<file path="src/byte_ring_fifo_peek_skip_unit_defines.svh">
// assertion helpers used by brfps_ctrl
`ifndef BYTE_RING_FIFO_PEEK_SKIP_UNIT_DEFINES_SVH
`define BYTE_RING_FIFO_PEEK_SKIP_UNIT_DEFINES_SVH

// same-cycle implication, checked outside reset
`define BRFPS_ASSERT_IMP(lbl, ante, cons, msg) \
  lbl: assert property (@(posedge clk) disable iff (rst) (ante) |-> (cons)) \
    else $error(msg);

// next-cycle implication, checked outside reset
`define BRFPS_ASSERT_NXT(lbl, ante, cons, msg) \
  lbl: assert property (@(posedge clk) disable iff (rst) (ante) |=> (cons)) \
    else $error(msg);

`endif

</file>
<file path="src/brfps_pkg.sv">
`default_nettype none
package brfps_pkg;

  localparam int DEPTH_LOG2 = 10;
  localparam int MAX_BURST  = 64;

  localparam int DEPTH   = 1 << DEPTH_LOG2;
  localparam int IDX_W   = DEPTH_LOG2;
  localparam int PTR_W   = DEPTH_LOG2 + 1;
  localparam int TYPE_W  = 3;
  localparam int BYTE_W  = 8;
  localparam int LEN_W   = 11;
  localparam int STAT_W  = 2;
  // wide enough for the depth and for any requested length
  localparam int CNT_W   = (PTR_W > LEN_W) ? PTR_W : LEN_W;
  localparam int BURST_W = $clog2(MAX_BURST + 1);

  localparam logic [CNT_W-1:0] DEPTH_C = CNT_W'(DEPTH);

  localparam logic [TYPE_W-1:0] REQ_WRITE   = TYPE_W'(0);
  localparam logic [TYPE_W-1:0] REQ_READ    = TYPE_W'(1);
  localparam logic [TYPE_W-1:0] REQ_PEEK    = TYPE_W'(2);
  localparam logic [TYPE_W-1:0] REQ_DISCARD = TYPE_W'(3);
  localparam logic [TYPE_W-1:0] REQ_RESET   = TYPE_W'(4);

  localparam logic [STAT_W-1:0] STAT_OK     = STAT_W'(0);
  localparam logic [STAT_W-1:0] STAT_REJECT = STAT_W'(1);
  localparam logic [STAT_W-1:0] STAT_EMPTY  = STAT_W'(2);
  localparam logic [STAT_W-1:0] STAT_ZERO   = STAT_W'(3);

  typedef struct packed {
    logic               accept;
    logic               issue;
    logic [BURST_W-1:0] idx;
    logic               move;
    logic               move_last;
  } brfps_cmd_t;

  typedef struct packed {
    logic               stream_start;
    logic [BURST_W-1:0] stream_len;
  } brfps_sts_t;

endpackage
`default_nettype wire

</file>
<file path="src/brfps_ctrl.sv">
`default_nettype none
`include "byte_ring_fifo_peek_skip_unit_defines.svh"
module brfps_ctrl (
  input  wire logic                  clk,
  input  wire logic                  rst,
  input  wire logic                  req_valid,
  output logic                       req_ready,
  output logic                       rsp_valid,
  input  wire logic                  rsp_ready,
  input  wire brfps_pkg::brfps_sts_t sts,
  output brfps_pkg::brfps_cmd_t      cmd
);
  import brfps_pkg::*;

  localparam logic ST_IDLE   = 1'b0;
  localparam logic ST_STREAM = 1'b1;

  logic               state, state_next;
  logic [BURST_W-1:0] cnt, cnt_next, cnt_inc;
  logic [BURST_W-1:0] n_len, n_len_next;
  logic               pend, pend_next;
  logic               pend_last, pend_last_next;
  logic               out_valid, out_valid_next;
  logic               accept, issue, move;

  assign req_ready = (state == ST_IDLE) && (!out_valid || rsp_ready);
  assign accept    = req_valid && req_ready;
  // read data register hands its byte to the output register
  assign move      = pend && (!out_valid || rsp_ready);
  assign issue     = (state == ST_STREAM) && (cnt != n_len) && (!pend || move);
  assign cnt_inc   = cnt + BURST_W'(1);
  assign rsp_valid = out_valid;

  always_comb begin
    state_next     = state;
    cnt_next       = cnt;
    n_len_next     = n_len;
    pend_next      = pend;
    pend_last_next = pend_last;
    out_valid_next = out_valid;
    if (accept && sts.stream_start) begin
      state_next = ST_STREAM;
      cnt_next   = '0;
      n_len_next = sts.stream_len;
    end
    if (issue) begin
      cnt_next       = cnt_inc;
      pend_next      = 1'b1;
      pend_last_next = (cnt_inc == n_len);
    end else if (move) begin
      pend_next = 1'b0;
    end
    if (move && pend_last) begin
      state_next = ST_IDLE;
    end
    if ((accept && !sts.stream_start) || move) begin
      out_valid_next = 1'b1;
    end else if (rsp_ready) begin
      out_valid_next = 1'b0;
    end
  end

  always_ff @(posedge clk) begin
    if (rst) begin
      state     <= ST_IDLE;
      cnt       <= '0;
      n_len     <= '0;
      pend      <= 1'b0;
      pend_last <= 1'b0;
      out_valid <= 1'b0;
    end else begin
      state     <= state_next;
      cnt       <= cnt_next;
      n_len     <= n_len_next;
      pend      <= pend_next;
      pend_last <= pend_last_next;
      out_valid <= out_valid_next;
    end
  end

  always_comb begin
    cmd.accept    = accept;
    cmd.issue     = issue;
    cmd.idx       = cnt;
    cmd.move      = move;
    cmd.move_last = pend_last;
  end

  `BRFPS_ASSERT_IMP(a_ready_idle, req_ready, !pend && state == ST_IDLE, "request taken during stream")
  `BRFPS_ASSERT_IMP(a_final_held, state == ST_STREAM && cnt == n_len, pend, "stream lost its final byte")
  `BRFPS_ASSERT_NXT(a_stream_open, accept && sts.stream_start, state == ST_STREAM && cnt == '0 && !pend, "stream did not open cleanly")
  `BRFPS_ASSERT_NXT(a_move_shown, move, out_valid, "moved byte not presented")

endmodule
`default_nettype wire

</file>
<file path="config.mk">
export PLATFORM = sky130hd
export DESIGN_NAME = brfps_ctrl
export DESIGN_NICKNAME = d
export VERILOG_FILES = /design/src/brfps_pkg.sv /design/src/brfps_ctrl.sv
export VERILOG_INCLUDE_DIRS = /design/src /design/src/src
export SDC_FILE = /design/constraint.sdc
export NUM_CORES = 1
export LEC_CHECK = 0
export ABC_AREA = 0
export BUFFER_PORTS_ARGS = -buffer_cell sky130_fd_sc_hd__buf_4
export CORE_ASPECT_RATIO = 0.75
export CORE_MARGIN = 8
export CORE_UTILIZATION = 40
export CTS_CLUSTER_DIAMETER = 50
export DETAILED_ROUTE_END_ITERATION = 16
export PLACE_DENSITY = 0.69
export SLEW_MARGIN = 20
export SYNTH_ARGS = -nofsm -noshare
export SYNTH_HDL_FRONTEND = slang
export SYNTH_SLANG_ARGS = --single-unit
</file>
<file path="constraint.sdc">
create_clock -name clk -period 1.8 [get_ports clk]
set_input_delay 0.36 -clock clk [delete_from_list [all_inputs] [get_ports clk]]
set_output_delay 0.36 -clock clk [all_outputs]
set_load 0.05 [all_outputs]
</file>
==> reports/results.txt <==
Status = finished, violations left
Failing checks = setup timing
Power Density = 611.3 mW/mm^2
Yosys top cell area share = 32.84%
Top layer reached by signal wires = met4
FMAX = 552.6 MHz
Comb pwr share = 24.9%
Clk buf depth = 2
Final hold vios = 0
Netlist Area Pre-Place = 0.001097 sq mm
Layout area overhead = 23.83%
CTS tree = built
Setup ws final = -0.009512 ns
Largest cells by area after synthesis = dfxtp_1 (33%), nand2_1 (5.1%), a21oi_1 (5.0%)
Clock sinks = 18
Port Buf Inserts = 24
First-pass GRT wire length = 4.326 mm
Syn Area/Cell = 8.376 sq um
Relative slew slack = 80.30%
Share of layout cells above drive strength 1 = 31.82%
Die Span X = 76.48 um
Synth cell count leaders = dfxtp_1 (18), nand2_1 (15), a21oi_1 (11)
R2R Path Start = cnt[0]
Yosys reg bits = 18
Iteration-0 DRC Markers = 83
CP Data Required Time = 1.44 ns
Hold_sp = sts[2]
Fill count = 264
Io pins = 25
Drt wl/cell = 13.24 um
Int Power = 0.5776 mW
Max-cap violation count = 0
GRT Resource Usage Total = 11.43%
Antenna violations before repair = 0
Final Hold Slack = 0.3179 ns
Sw Share = 30.46%
Met3 wire len = 114 um
Crit start category = register
CP endpoint kind = primary output
DP HPWL = 1.902 mm
Final-stage net count = 169
Worst Path Max Fanout = 2
DR vias = 962
CP startpoint = n_len[0]
Synth Net Count = 144
Die ar. = 0.004693 sq mm
Initial Util = 42.16%
Post-synth top area cell = dfxtp_1
ANT nets after route = 0
Period utilization = 100.5%
Async S/R FF share, synth = 0%
Crit-path cells = xor2_4, nor4_4, a21oi_4, buf_6
Via/cell ratio = 5.063
RSZ-0062 raised after global routing = true
CTS H-tree depth = 1
Ys flop type = dfxtp_1
Cell family with most CP delay = flip-flops
Post-route setup TNS = -0.009512 ns
Total routed wirelength = 2.516 mm
FF/Latch Area = 371.6 sq um
Most frequent cell after synthesis = dfxtp_1
Clock transition at the registers of the reported paths = 0.10 ns
Post-route DRC = 0
Critical Path AT = 1.45 ns
Metal-1 WL = 1.273 mm
Cts bufs inserted = 3
Min Tclk post-route = 1.810 ns
Largest net degree at the start of global routing = 23
Psw = 0.2530 mW
Post-Syn Instances = 131
WP buf/inv = 1
Pre-antenna DRT Iters = 4
Fin. max-slew vios = 0
Seq/Total Area, Yosys = 32.84%
Critical path class = register to primary output
RD Place Congestion = 0.8130
CTS root buf = clkbuf_4
Multi-input gate area = 679.4 sq um
Core ar. = 0.002603 sq mm
Site row count = 16
Vias in the first global route = 963
Yosys cell types = 37
Worst Skew = 0.002947 ns
Leakage = 0.5306 nW
Worst Max-Slew Pin Slew = 0.2934 ns
Max VDD drop = 420.2 uV
Endpoints failing setup = 1
Die Y = 61.36 um
Sequential share of power = 51.5%
Hold Path Class = input port to register
Largest stage delay on the critical path = 0.36 ns
EDFF count, synth = 0
Overflow after GRT = 0
Yosys warnings = 0
Antenna diodes = 0
Worst path slowest cell = dfxtp_2
Clock share of power = 23.6%
Latest clock arrival within the worst-skew pair = 0.29 ns
Routed wl met2 = 1.114 mm
sequential cells by signal (all words and copies together) (netlist names):
name / count
pend_last: 1
n_len: 7
pend: 1
state: 1
rsp_valid: 1
cnt: 7
placed cells by master, fill, tap and decap left out, types with 3 or more instances in the layout:
master,netlist,final
a21oi_1,11,11
a31oi_1,4,4
buf_4,4,30
clkbuf_4,0,3
dfxtp_1,18,13
dfxtp_2,0,3
nand2_1,15,15
nand2b_1,8,8
nand3_1,9,9
nand3b_1,6,6
nor2_1,6,6
nor3_1,4,4
o21ai_1,8,8
xnor2_1,6,6
layer usage:
metal | vias to the layer above | GRT usage [%]
li1 | 498 | -
met1 | 443 | 13.28
met2 | 19 | 19.95
met3 | 2 | 4.519
met4 | 0 | 2.180
met5 | - | 0
logic make-up (layout without fill, tap and decap cells):
kind of cell,count (synthesis),in the layout,share of synthesized area [%]
fa+ha+maj,1,1,1.140
xor+xnor,10,10,8.667
flops,18,18,32.84
compound gates,29,29,16.19
simple gates,61,61,33.52
buf+inv,12,35,7.639
final timing paths:
path,endpoint,cells past startpoint,slack (ns)
setup reg to reg,pend_last,6,0.05
hold reg to reg,n_len[5],2,0.48
setup / recovery,cmd[9],4,-0.01
hold / removal,n_len[2],3,0.32
through the flow:
stage / cells / setup WS (ns) / power [mW] / utilization, % / cell area, sq um
after floorplan: 131 / -0.1637 / 0.5850 / - / 1101
after global placement: 185 / 0.1127 / 0.6314 / 49.33 / 1284
after detailed placement: 185 / 0.08358 / 0.6343 / 49.33 / 1284
after CTS: 190 / -0.02560 / 0.8457 / 51.78 / 1348
after global routing: 190 / -0.09213 / 0.8859 / 52.21 / 1359
final: 190 / -0.009512 / 0.8306 / 52.21 / 1359
tightest hold or removal path: cells and delay by family:
kind	cells	cell delay, ns
buffers and inverters	1	0.11
and+or+nand+nor	1	0.06
AOI/OAI and AO/OA	1	0.05
timing repair:
item | CTS | global route
pin swaps | 2 | 1
setup endpoints to repair | 1 | 3
hold buffers | 0 | 0
resized for setup | 7 | 1
setup buffers | 2 | 0
final cells by class:
type	count	share of cell area [%]
Tap cell	36	3.315
Timing Repair Buffer	31	17.40
Multi-Input combinational cell	101	50.00
Sequential cell	18	27.35
Inverter	1	0.2762
Clock buffer	3	1.657
power groups by stage:
stage	Sequential (mW)	Clock, mW	Combinational [mW]
2_1_floorplan	0.446	0	0.139
3_3_place_gp	0.436	0	0.195
3_5_place_dp	0.437	0	0.198
4_1_cts	0.426	0.212	0.207
5_1_grt	0.431	0.231	0.225
6_report	0.428	0.196	0.207
(Power assumes the default switching activity.)
